## src/hw/rtl/tfwrr_pkg.sv

```systemverilog
// tfwrr_pkg: shared types, constants and helpers for the three-queue
// weighted round-robin ticket arbiter. No dependencies.
package tfwrr_pkg;

	// queue geometry
	localparam int QUEUE_DEPTH = 16;
	localparam int TICKET_BITS = 16;
	localparam int NUM_QUEUES  = 3;

	// external field widths
	localparam int TICKET_W = 16;

	// stored ticket width: only the low TICKET_BITS of the 16-bit field survive
	localparam int STORE_W = (TICKET_BITS < TICKET_W) ? TICKET_BITS : TICKET_W;
	// fill count runs 0 .. QUEUE_DEPTH inclusive
	localparam int CNT_W   = $clog2(QUEUE_DEPTH + 1);

	// command codes
	localparam logic CMD_ARRIVE = 1'b0;
	localparam logic CMD_SERVE  = 1'b1;

	// queue codes
	localparam logic [1:0] QSEL_NORMAL_ONE = 2'd0;
	localparam logic [1:0] QSEL_NORMAL_TWO = 2'd1;
	localparam logic [1:0] QSEL_PREFERRED  = 2'd2;

	// result status codes
	localparam logic [1:0] STATUS_STORED  = 2'd0;
	localparam logic [1:0] STATUS_DROPPED = 2'd1;
	localparam logic [1:0] STATUS_SERVED  = 2'd2;
	localparam logic [1:0] STATUS_EMPTY   = 2'd3;

	typedef struct packed {
		logic                command;
		logic [1:0]          queue_select;
		logic [TICKET_W-1:0] ticket;
	} item_t;

	typedef struct packed {
		logic [1:0]          status;
		logic [TICKET_W-1:0] served_ticket;
		logic [1:0]          served_queue;
	} result_t;

	// per-queue control from the arbiter
	typedef struct packed {
		logic push;
		logic pop;
	} queue_ctrl_t;

	// per-queue status back to the arbiter
	typedef struct packed {
		logic               full;
		logic               empty;
		logic [STORE_W-1:0] head;
	} queue_stat_t;

	// turn cycle: normal one, preferred, normal two, preferred
	function automatic logic [1:0] phase_to_queue(input logic [1:0] phase);
		logic [1:0] q;
		case (phase)
			2'd0:    q = QSEL_NORMAL_ONE;
			2'd1:    q = QSEL_PREFERRED;
			2'd2:    q = QSEL_NORMAL_TWO;
			2'd3:    q = QSEL_PREFERRED;
			default: q = QSEL_NORMAL_ONE;
		endcase
		return q;
	endfunction

endpackage

```

## src/hw/rtl/tfwrr_cell.sv

```systemverilog
// tfwrr_cell: one entry of a shifting ticket queue.
// Depends on tfwrr_pkg for the stored ticket width.
module tfwrr_cell
	import tfwrr_pkg::*;
(
	input  logic               clk,
	input  logic               load,
	input  logic               shift,
	input  logic [STORE_W-1:0] load_data,
	input  logic [STORE_W-1:0] next_data,
	output logic [STORE_W-1:0] data_q
);

	// take the neighbor's entry on a pop, or the new ticket when this is the tail slot
	always_ff @(posedge clk) begin
		if (shift) begin
			data_q <= next_data;
		end else if (load) begin
			data_q <= load_data;
		end
	end

endmodule

```

## src/hw/rtl/tfwrr_queue.sv

```systemverilog
// tfwrr_queue: bounded ticket FIFO built as a row of shifting cells, head at cell 0.
// Depends on tfwrr_pkg and tfwrr_cell.
module tfwrr_queue
	import tfwrr_pkg::*;
(
	input  logic               clk,
	input  logic               arst_n,
	input  queue_ctrl_t        ctrl,
	input  logic [STORE_W-1:0] push_data,
	output queue_stat_t        stat
);

	logic [CNT_W-1:0]   count_q;
	logic [STORE_W-1:0] cell_data [QUEUE_DEPTH];
	logic [STORE_W-1:0] cell_next [QUEUE_DEPTH];

	// fill count
	always_ff @(posedge clk or negedge arst_n) begin
		if (!arst_n) begin
			count_q <= '0;
		end else if (ctrl.push) begin
			count_q <= count_q + CNT_W'(1);
		end else if (ctrl.pop) begin
			count_q <= count_q - CNT_W'(1);
		end
	end

	// row of cells, each shifting toward the head on a pop
	for (genvar i = 0; i < QUEUE_DEPTH; i++) begin : g_cell
		if (i == QUEUE_DEPTH - 1) begin : g_last
			assign cell_next[i] = cell_data[i];
		end else begin : g_mid
			assign cell_next[i] = cell_data[i+1];
		end

		tfwrr_cell u_cell (
			.clk       (clk),
			.load      (ctrl.push && (count_q == CNT_W'(i))),
			.shift     (ctrl.pop),
			.load_data (push_data),
			.next_data (cell_next[i]),
			.data_q    (cell_data[i])
		);
	end

	// status toward the arbiter
	assign stat.full  = (count_q == CNT_W'(QUEUE_DEPTH));
	assign stat.empty = (count_q == '0);
	assign stat.head  = cell_data[0];

endmodule

```

## src/hw/rtl/three_fifo_weighted_round_robin.sv

```systemverilog
// Three-queue weighted round-robin ticket arbiter, top level.
// Depends on tfwrr_pkg and tfwrr_queue.
//
// Usage:
//   item channel (item, item_valid, item_stall) carries one request: an
//   arrival appends a ticket to normal one, normal two or the preferred
//   queue; a serve takes the head of the queue whose turn it is. Turns run
//   normal one, preferred, normal two, preferred and advance on every serve,
//   even when that queue is empty (status reports an empty slot).
//   result channel (result, result_valid, result_stall) returns exactly one
//   result per request, in order.
// Timing:
//   one request per cycle while item_stall is low; the result is shown
//   from the output register in the cycle after acceptance. Queue update
//   (cell rows), head read and turn advance finish in the accepting cycle.
// Stall:
//   while a result is held by result_stall, item_stall is raised; a new
//   request is taken in the same cycle the held result leaves.
// Reset:
//   arst_n empties all queues, returns the turn to normal one and clears
//   result_valid. Queue contents are not cleared.
module three_fifo_weighted_round_robin
	import tfwrr_pkg::*;
(
	input  logic    clk,
	input  logic    arst_n,
	input  item_t   item,
	input  logic    item_valid,
	output logic    item_stall,
	output result_t result,
	output logic    result_valid,
	input  logic    result_stall
);

	logic               accept;
	logic [1:0]         phase_q;
	logic [1:0]         turn_queue;
	logic               result_valid_q;
	result_t            result_q;
	result_t            result_d;
	queue_ctrl_t        ctrl [NUM_QUEUES];
	queue_stat_t        stat [NUM_QUEUES];
	logic [STORE_W-1:0] store_data;
	logic [STORE_W-1:0] head_sel;
	logic               any_push;
	logic               turn_empty;

	// handshake
	assign item_stall   = result_valid_q && result_stall;
	assign accept       = item_valid && !item_stall;
	assign result_valid = result_valid_q;
	assign result       = result_q;

	assign turn_queue = phase_to_queue(phase_q);
	assign store_data = STORE_W'(item.ticket);

	// per-queue push/pop decode and head selection
	always_comb begin
		any_push   = 1'b0;
		turn_empty = 1'b0;
		head_sel   = '0;
		for (int k = 0; k < NUM_QUEUES; k++) begin
			ctrl[k].push = accept && (item.command == CMD_ARRIVE)
				&& (item.queue_select == 2'(k)) && !stat[k].full;
			ctrl[k].pop  = accept && (item.command == CMD_SERVE)
				&& (turn_queue == 2'(k)) && !stat[k].empty;
			any_push = any_push | ctrl[k].push;
			if (turn_queue == 2'(k)) begin
				turn_empty = stat[k].empty;
				head_sel   = stat[k].head;
			end
		end
	end

	// result assembly
	always_comb begin
		result_d = '0;
		if (item.command == CMD_ARRIVE) begin
			result_d.status = any_push ? STATUS_STORED : STATUS_DROPPED;
		end else begin
			result_d.served_queue = turn_queue;
			if (turn_empty) begin
				result_d.status = STATUS_EMPTY;
			end else begin
				result_d.status        = STATUS_SERVED;
				result_d.served_ticket = TICKET_W'(head_sel);
			end
		end
	end

	// the three queues
	for (genvar k = 0; k < NUM_QUEUES; k++) begin : g_queue
		tfwrr_queue u_queue (
			.clk       (clk),
			.arst_n    (arst_n),
			.ctrl      (ctrl[k]),
			.push_data (store_data),
			.stat      (stat[k])
		);
	end

	// turn phase
	always_ff @(posedge clk or negedge arst_n) begin
		if (!arst_n) begin
			phase_q <= '0;
		end else if (accept && (item.command == CMD_SERVE)) begin
			phase_q <= phase_q + 2'd1;
		end
	end

	// output register
	always_ff @(posedge clk or negedge arst_n) begin
		if (!arst_n) begin
			result_valid_q <= 1'b0;
		end else if (accept) begin
			result_valid_q <= 1'b1;
		end else if (!result_stall) begin
			result_valid_q <= 1'b0;
		end
	end

	always_ff @(posedge clk) begin
		if (accept) begin
			result_q <= result_d;
		end
	end

endmodule

```

## config.mk

```make
export PLATFORM = sky130hd
export DESIGN_NAME = three_fifo_weighted_round_robin
export DESIGN_NICKNAME = d
export VERILOG_FILES = /design/src/hw/rtl/tfwrr_pkg.sv /design/src/hw/rtl/tfwrr_cell.sv /design/src/hw/rtl/tfwrr_queue.sv /design/src/hw/rtl/three_fifo_weighted_round_robin.sv
export SDC_FILE = /design/constraint.sdc
export NUM_CORES = 1
export LEC_CHECK = 0
export ABC_AREA = 1
export BUFFER_PORTS_ARGS = -buffer_cell sky130_fd_sc_hd__buf_4
export CAP_MARGIN = 20
export CORE_AREA = 2 2 222 442
export CTS_CLUSTER_DIAMETER = 40
export DETAILED_ROUTE_END_ITERATION = 12
export DIE_AREA = 0 0 224 444
export MAX_ROUTING_LAYER = met4
export PLACE_DENSITY_LB_ADDON = 0.3
export SLEW_MARGIN = 15
export SYNTH_ARGS = -nofsm -noshare
export SYNTH_HDL_FRONTEND = slang
export SYNTH_SLANG_ARGS = --single-unit
export TNS_END_PERCENT = 20
```

## constraint.sdc

```tcl
create_clock -name clk -period 6.2 [get_ports clk]
set_clock_uncertainty 0.2 [all_clocks]
set_input_delay 0.31 -clock clk [delete_from_list [all_inputs] [get_ports clk]]
set_output_delay 0.31 -clock clk [all_outputs]
set_load 0.05 [all_outputs]
```

# Word level (Yosys, flattened, before mapping)
# Index checks and enable logic that the tools add are counted.
# Widths: inputs -> output; s select.
# totals
ff_bits,806
elab_cells,363
# classes
addsub,7
eq_ne,56
mux,108
n_bitwise,6
reduce_logical,130
# op_table
cell,count
$mux 16,93
$eq 5x4->1 const B,24
$reduce_bool 2->1,48
$logic_and 1x1->1,64
$eq 5x3->1 const B,12
$eq 5x2->1 const B,6
$mux 5,6
$add 5x1->5 const B,3
$eq 5x1->1 const B,3
$eq 5x5->1 const B,3
$logic_not 5->1,3
$sub 5x1->5 const B,3
$eq 2x2->1 const B,4
$logic_not 1->1,7
$mux 1,7
$eq 2x1->1 const B,3
$logic_not 2->1,3
$pmux 2 s3,1
$reduce_and 2->1,3
$not 1->1,4
$reduce_or 2->1,2
$add 2x1->2 const B,1
$mux 2,1
$ne 2x1->1 const B,1
$or 1x1->1,2

# Logic depth before layout (Yosys ltp)
# logic_depth
word_depth,10
depth_mapped,11
mapped_depth_nobuf,10

# Modules after synthesis
# A second synthesis with hierarchy kept.
# hier_totals
hier_cells,3754
hier_area_um2,38109.0
# by_module_without_submodules
mod,instances,cells_each,area_per_inst_um2,seq_area_each_um2
tfwrr_cell,48,69,730.7,480.5
three_fifo_weighted_round_robin,1,214,1612.8,675.6
tfwrr_queue,3,76,474.2,125.1

# Worst setup path after synthesis
# Ideal clock, no wire load.
# synth_path
path_type,flip-flop to flip-flop
from,register result_valid_q (netlist: result_valid)
to,register g_queue[1].u_queue.g_cell[0].u_cell.data_q[0] (enable)
t_arrival_ps,2582
required_time_ps,5589
slack_ps,3007
stages_incl_launch_ff,7
cell_sequence,dfrtp_1 nand2_1 nand3_1 nor2_1 nand2_1 buf_2 o21ai_0
# synth_between
elab_chain_len,8
elab_cells_between_ends,11
classes_between,11 x reduce/logical
# synth_rtl
element,line,rtl
from (decl),three_fifo_weighted_round_robin.sv:38,logic result_valid_q;
from (signal assigned),three_fifo_weighted_round_robin.sv:114,result_valid_q <= 1'b0;
from (signal assigned),three_fifo_weighted_round_robin.sv:116,result_valid_q <= 1'b1;
from (signal assigned),three_fifo_weighted_round_robin.sv:118,result_valid_q <= 1'b0;
$logic_and 1x1->1 *,three_fifo_weighted_round_robin.sv:49,assign item_stall = result_valid_q && result_stall;
$logic_not 1->1 *,three_fifo_weighted_round_robin.sv:50,assign accept = item_valid && !item_stall;
$logic_and 1x1->1 *,three_fifo_weighted_round_robin.sv:50,
$logic_and 1x1->1,three_fifo_weighted_round_robin.sv:63,ctrl[k].push = accept && (item.command == CMD_ARRIVE)
$logic_and 1x1->1 (2 in series),three_fifo_weighted_round_robin.sv:64,&& (item.queue_select == 2'(k)) && !stat[k].full;
$logic_and 1x1->1,tfwrr_queue.sv:38,".load (ctrl.push && (count_q == CNT_W'(i))),"
$reduce_bool 2->1 (no source line) *,--,
to (signal assigned),tfwrr_cell.sv:17,data_q <= next_data;
to (signal assigned),tfwrr_cell.sv:19,data_q <= load_data;
to (decl),tfwrr_cell.sv:11,output logic [STORE_W-1:0] data_q
# Every way passes the cells marked *; elsewhere a longest branch is shown, timed or not.
# A chain may end at the register's enable or synchronous reset.

# Final worst setup path
# layout_path
from,register phase_q[0]
to,"register g_queue[2].u_queue.g_cell[6].u_cell.data_q[3], data pin"
# layout_between
elab_chain_len,7
elab_cells_between_ends,10
classes_between,4 x eq/ne; 2 x mux; 4 x reduce/logical
# layout_rtl
element,line,rtl
from (decl),three_fifo_weighted_round_robin.sv:36,logic [1:0] phase_q;
from (signal assigned),three_fifo_weighted_round_robin.sv:107,phase_q <= phase_q + 2'd1;
$eq 2x2->1 / $eq 2x1->1 (equally long branches),tfwrr_pkg.sv:61,case (phase)
$reduce_or 2->1 (no source line),--,
$pmux 2 s3 *,tfwrr_pkg.sv:61,
named net turn_queue[0],three_fifo_weighted_round_robin.sv:37,logic [1:0] turn_queue;
$eq 2x2->1 *,three_fifo_weighted_round_robin.sv:66,&& (turn_queue == 2'(k)) && !stat[k].empty;
$logic_and 1x1->1 * (2 in series),three_fifo_weighted_round_robin.sv:66,
$mux 16 *,tfwrr_cell.sv:16,if (shift) begin
to (signal assigned),tfwrr_cell.sv:17,
to (signal assigned),tfwrr_cell.sv:19,
to (decl),tfwrr_cell.sv:11,
# Mark *: on every way through the listed nets, which the timed path passes. The rest lies on a longest branch.

==> flow_summary.yaml <==
timing:
  final-max-slew-violation-count: 0
  hold_viol_final: 0
  slew_headroom_pct: 42.1
  worst_slack_ps: 2370
  finalCriticalPeriod_ps: 3830
  max_freq_ghz: 0.261
  worst_pin_slew_ps: 869
  rsz0062_at_grt: "false"
  setup_viol: 0
  finalSetupTns_ps: 0
  fin_crit_sh_pct: 61.8
synthesis:
  ys.warnings.count: 0
  synth_area_leader_cell: "edfxtp_1"
  ys_ff_latch: 806
  synth_ff_type: "edfxtp_1"
  synthDistinctLibCells: 29
  netlist_top_cells_count: "nand2_1 (1180), edfxtp_1 (788), inv_1 (298)"
  synth_area_per_cell_sq_um: 11.4
  yosys-top-cells-area: "edfxtp_1 (71%), nand2_1 (13%), o21ai_0 (3.6%)"
  synth-seq-area-share_pct: 72.4
  yosysMostFrequentCell: "nand2_1"
  synth_nets: 2964
  syn_area_sq_mm: 0.0333
  synth_edf_count: 788
  syn_inst: 2918
  synthArstFlopShare_pct: 2.23
  yosys.area.top_type_share_pct: 71.1
placement:
  dp_slack_ps: 1790
  hpwl_um: 45600
  io_buffer_count: 44
  gp_congestion: 0.812
power:
  irDropWorstVdd_mv: 0.266
  power.density_mw_per_mm2: 382
  seqPwrFrac_pct: 48.5
  leakage_nw: 14.4
  clkPwrFrac_pct: 36.0
  internal-power_w: 0.0103
  power.switching_w: 0.00404
  power_w: 0.0143
  switching_share_pct: 28.2
  comb_power_share_pct: 15.5
cts:
  cts_hold_buffers: 27
  tritoncts: "built"
  clk_path_buf_depth: 3
  h-tree-depth: 3
  cts_root_buf: "clkbuf_16"
  cts_sinks: 806
  clk_pin_slew_worst_paths_ps: 60
  numCtsBuffers: 81
  cts_resized: 0
  postCtsSetupBuffers: 0
  clock_latency_ps: 670
drt:
  wirelength_um: 70600
  vias: 19381
  drt_first_pass_iters: 5
  viasPerCell: 4.58
  wl_met2_um: 37200
  drt_iter0_markers: 1490
  drt-met1-wl_um: 28300
  wl_per_cell_um: 16.7
  routed.top_layer: "met4"
  drc_errors: 0
  antenna_left: 0
  wl_met3_um: 2580
flow_run:
  timing.max_cap.violations: 0
die:
  dieArea_sq_mm: 0.0995
  fp.dieW_um: 224
  core_area_sq_mm: 0.0961
  start_util_pct: 34.7
  rows: 161
  ios: 45
  die_h_um: 444
worst_hold_path:
  hold_class: "in2reg"
worst_setup_path:
  crit_path_frequent_cell: "buf_4"
  critPathRequiredTime_ps: 6370
  crit_type: "reg2reg"
  crit_chain: "inv_1 -> ha_1 -> buf_16 -> inv_2 -> nand4_4 -> buf_4 -> buf_4 -> o21ai_0"
  end_kind: "flop"
  slowest_stage: "buf_4"
  slowest_delay_ps: 730
  start_kind: "flop"
  worstPathArrival_ps: 4000
  cp_max_fo: 102
global_route:
  gr-total-overflow: 0
  grt_pass1_vias: 18967
  grt_max_degree: 106
  grt_pass1_wl_um: 110000
  antenna_found_initial: 1
  track_usage_pct: 14.8
final_layout:
  syn2layout_area_growth_pct: 12.8
  antenna-diode-count: 0
  layout.nets: 2990
  drive_above_1_share_pct: 8.84
outcome:
  status: "complete, no violations"
worst max-delay path: cells and delay by family, from the launching register on:
kind	cells	cell delay, ps
simple gates	1	290
fa+ha+maj	1	400
flops	1	400
buf+inv	5	1970
compound gates	1	190
final cells by class:
| cell class | instances | area [sq um] |
|---|---|---|
| Timing Repair Buffer | 100 | 861 |
| Tap cell | 1222 | 1530 |
| Inverter | 301 | 1140 |
| Fill cell | 9120 | 58500 |
| Clock buffer | 89 | 2080 |
| Multi-Input combinational cell | 1654 | 7110 |
| Clock inverter | 60 | 741 |
| Sequential cell | 806 | 24100 |
metal layers:
| layer | vias up | GRT usage (%) |
|---|---|---|
| met3 | 125 | 2.30 |
| met4 | 0 | 5.64 |
| met2 | 324 | 26.5 |
| met1 | 9322 | 16.6 |
| li1 | 9610 | - |
| met5 | - | - |
worst paths after layout:
kind,slack (ps),endpoint,cells past startpoint,startpoint
min in group asynchronous,480,g_queue[2].u_queue.count_q[0]$_DFFE_PN0P_,4,arst_n
setup / recovery,2370,g_queue[2].u_queue.g_cell[6].u_cell.data_q[3]$_DFFE_PP_,8,phase_q[0]$_DFFE_PN0P_
hold / removal,280,result[19]$_DFFE_PN_,2,item[18]
hold reg to reg,290,g_queue[1].u_queue.g_cell[1].u_cell.data_q[8]$_DFFE_PP_,2,g_queue[1].u_queue.g_cell[2].u_cell.data_q[8]$_DFFE_PP_
setup reg to reg,2370,g_queue[2].u_queue.g_cell[6].u_cell.data_q[3]$_DFFE_PP_,8,phase_q[0]$_DFFE_PN0P_
max in group asynchronous,5130,g_queue[1].u_queue.count_q[4]$_DFFE_PN0P_,4,arst_n
through the flow:
step                      utilization (%)  area (sq um)  hold WS [ps]  cells
after floorplan                         -         33300          -186   2918
after global placement               35.8         34400          64.2   4055
after detailed placement             35.8         34400          66.6   4055
after CTS                            39.1         37500           234   4231
after global routing                 39.1         37600           277   4232
final                                39.1         37600           282   4232
power groups by stage:
stage	combinational (W)	clock, W	sequential (W)
3_3_place_gp	0.00219	0	0.00706
3_5_place_dp	0.00223	0	0.00707
2_1_floorplan	0.00158	0	0.00707
5_1_grt	0.00255	0.00548	0.00700
4_1_cts	0.00225	0.00530	0.00696
6_report	0.00223	0.00516	0.00695
layout by cell type (no fill, tap or decap), types with 2 or more instances in the layout:
| master | synthesis | layout |
|---|---|---|
| buf_12 | 0 | 2 |
| buf_4 | 24 | 71 |
| bufinv_16 | 0 | 12 |
| clkbuf_1 | 8 | 7 |
| clkbuf_16 | 0 | 82 |
| clkinv_1 | 0 | 7 |
| clkinv_2 | 1 | 16 |
| clkinv_4 | 0 | 4 |
| clkinv_8 | 0 | 2 |
| clkinvlp_4 | 0 | 6 |
| dfrtp_1 | 18 | 18 |
| dlygate4sd3_1 | 0 | 26 |
| edfxtp_1 | 788 | 788 |
| ha_1 | 23 | 23 |
| inv_1 | 298 | 298 |
| inv_16 | 0 | 2 |
| inv_6 | 0 | 12 |
| nand2_1 | 1180 | 1180 |
| nand2_2 | 33 | 33 |
| nand2_4 | 7 | 7 |
| nand3_1 | 57 | 57 |
| nand3_2 | 2 | 2 |
| nand4_1 | 4 | 4 |
| nor2_1 | 49 | 49 |
| nor2_2 | 3 | 3 |
| nor2_4 | 3 | 3 |
| o21ai_0 | 242 | 227 |
| o21ai_1 | 31 | 46 |
| or2_2 | 4 | 4 |
| xor2_1 | 10 | 10 |
kinds of logic after synthesis:
family / share of synthesized area (%)
AOI/OAI and AO/OA: 4.12
DFF: 72.4
adders and majority gates: 0.864
xor gates and xnor gates: 0.289
buffers and inverters: 6.23
and+or+nand+nor: 16.1
flip-flops by register name, indices dropped and copies added, names as in the netlist:
signal                                flops
result_valid                              1
g_queue.u_queue.count_q                  15
g_queue.u_queue.g_cell.u_cell.data_q    768
result                                   20
phase_q                                   2
Power figures use the tool's default switching activity.
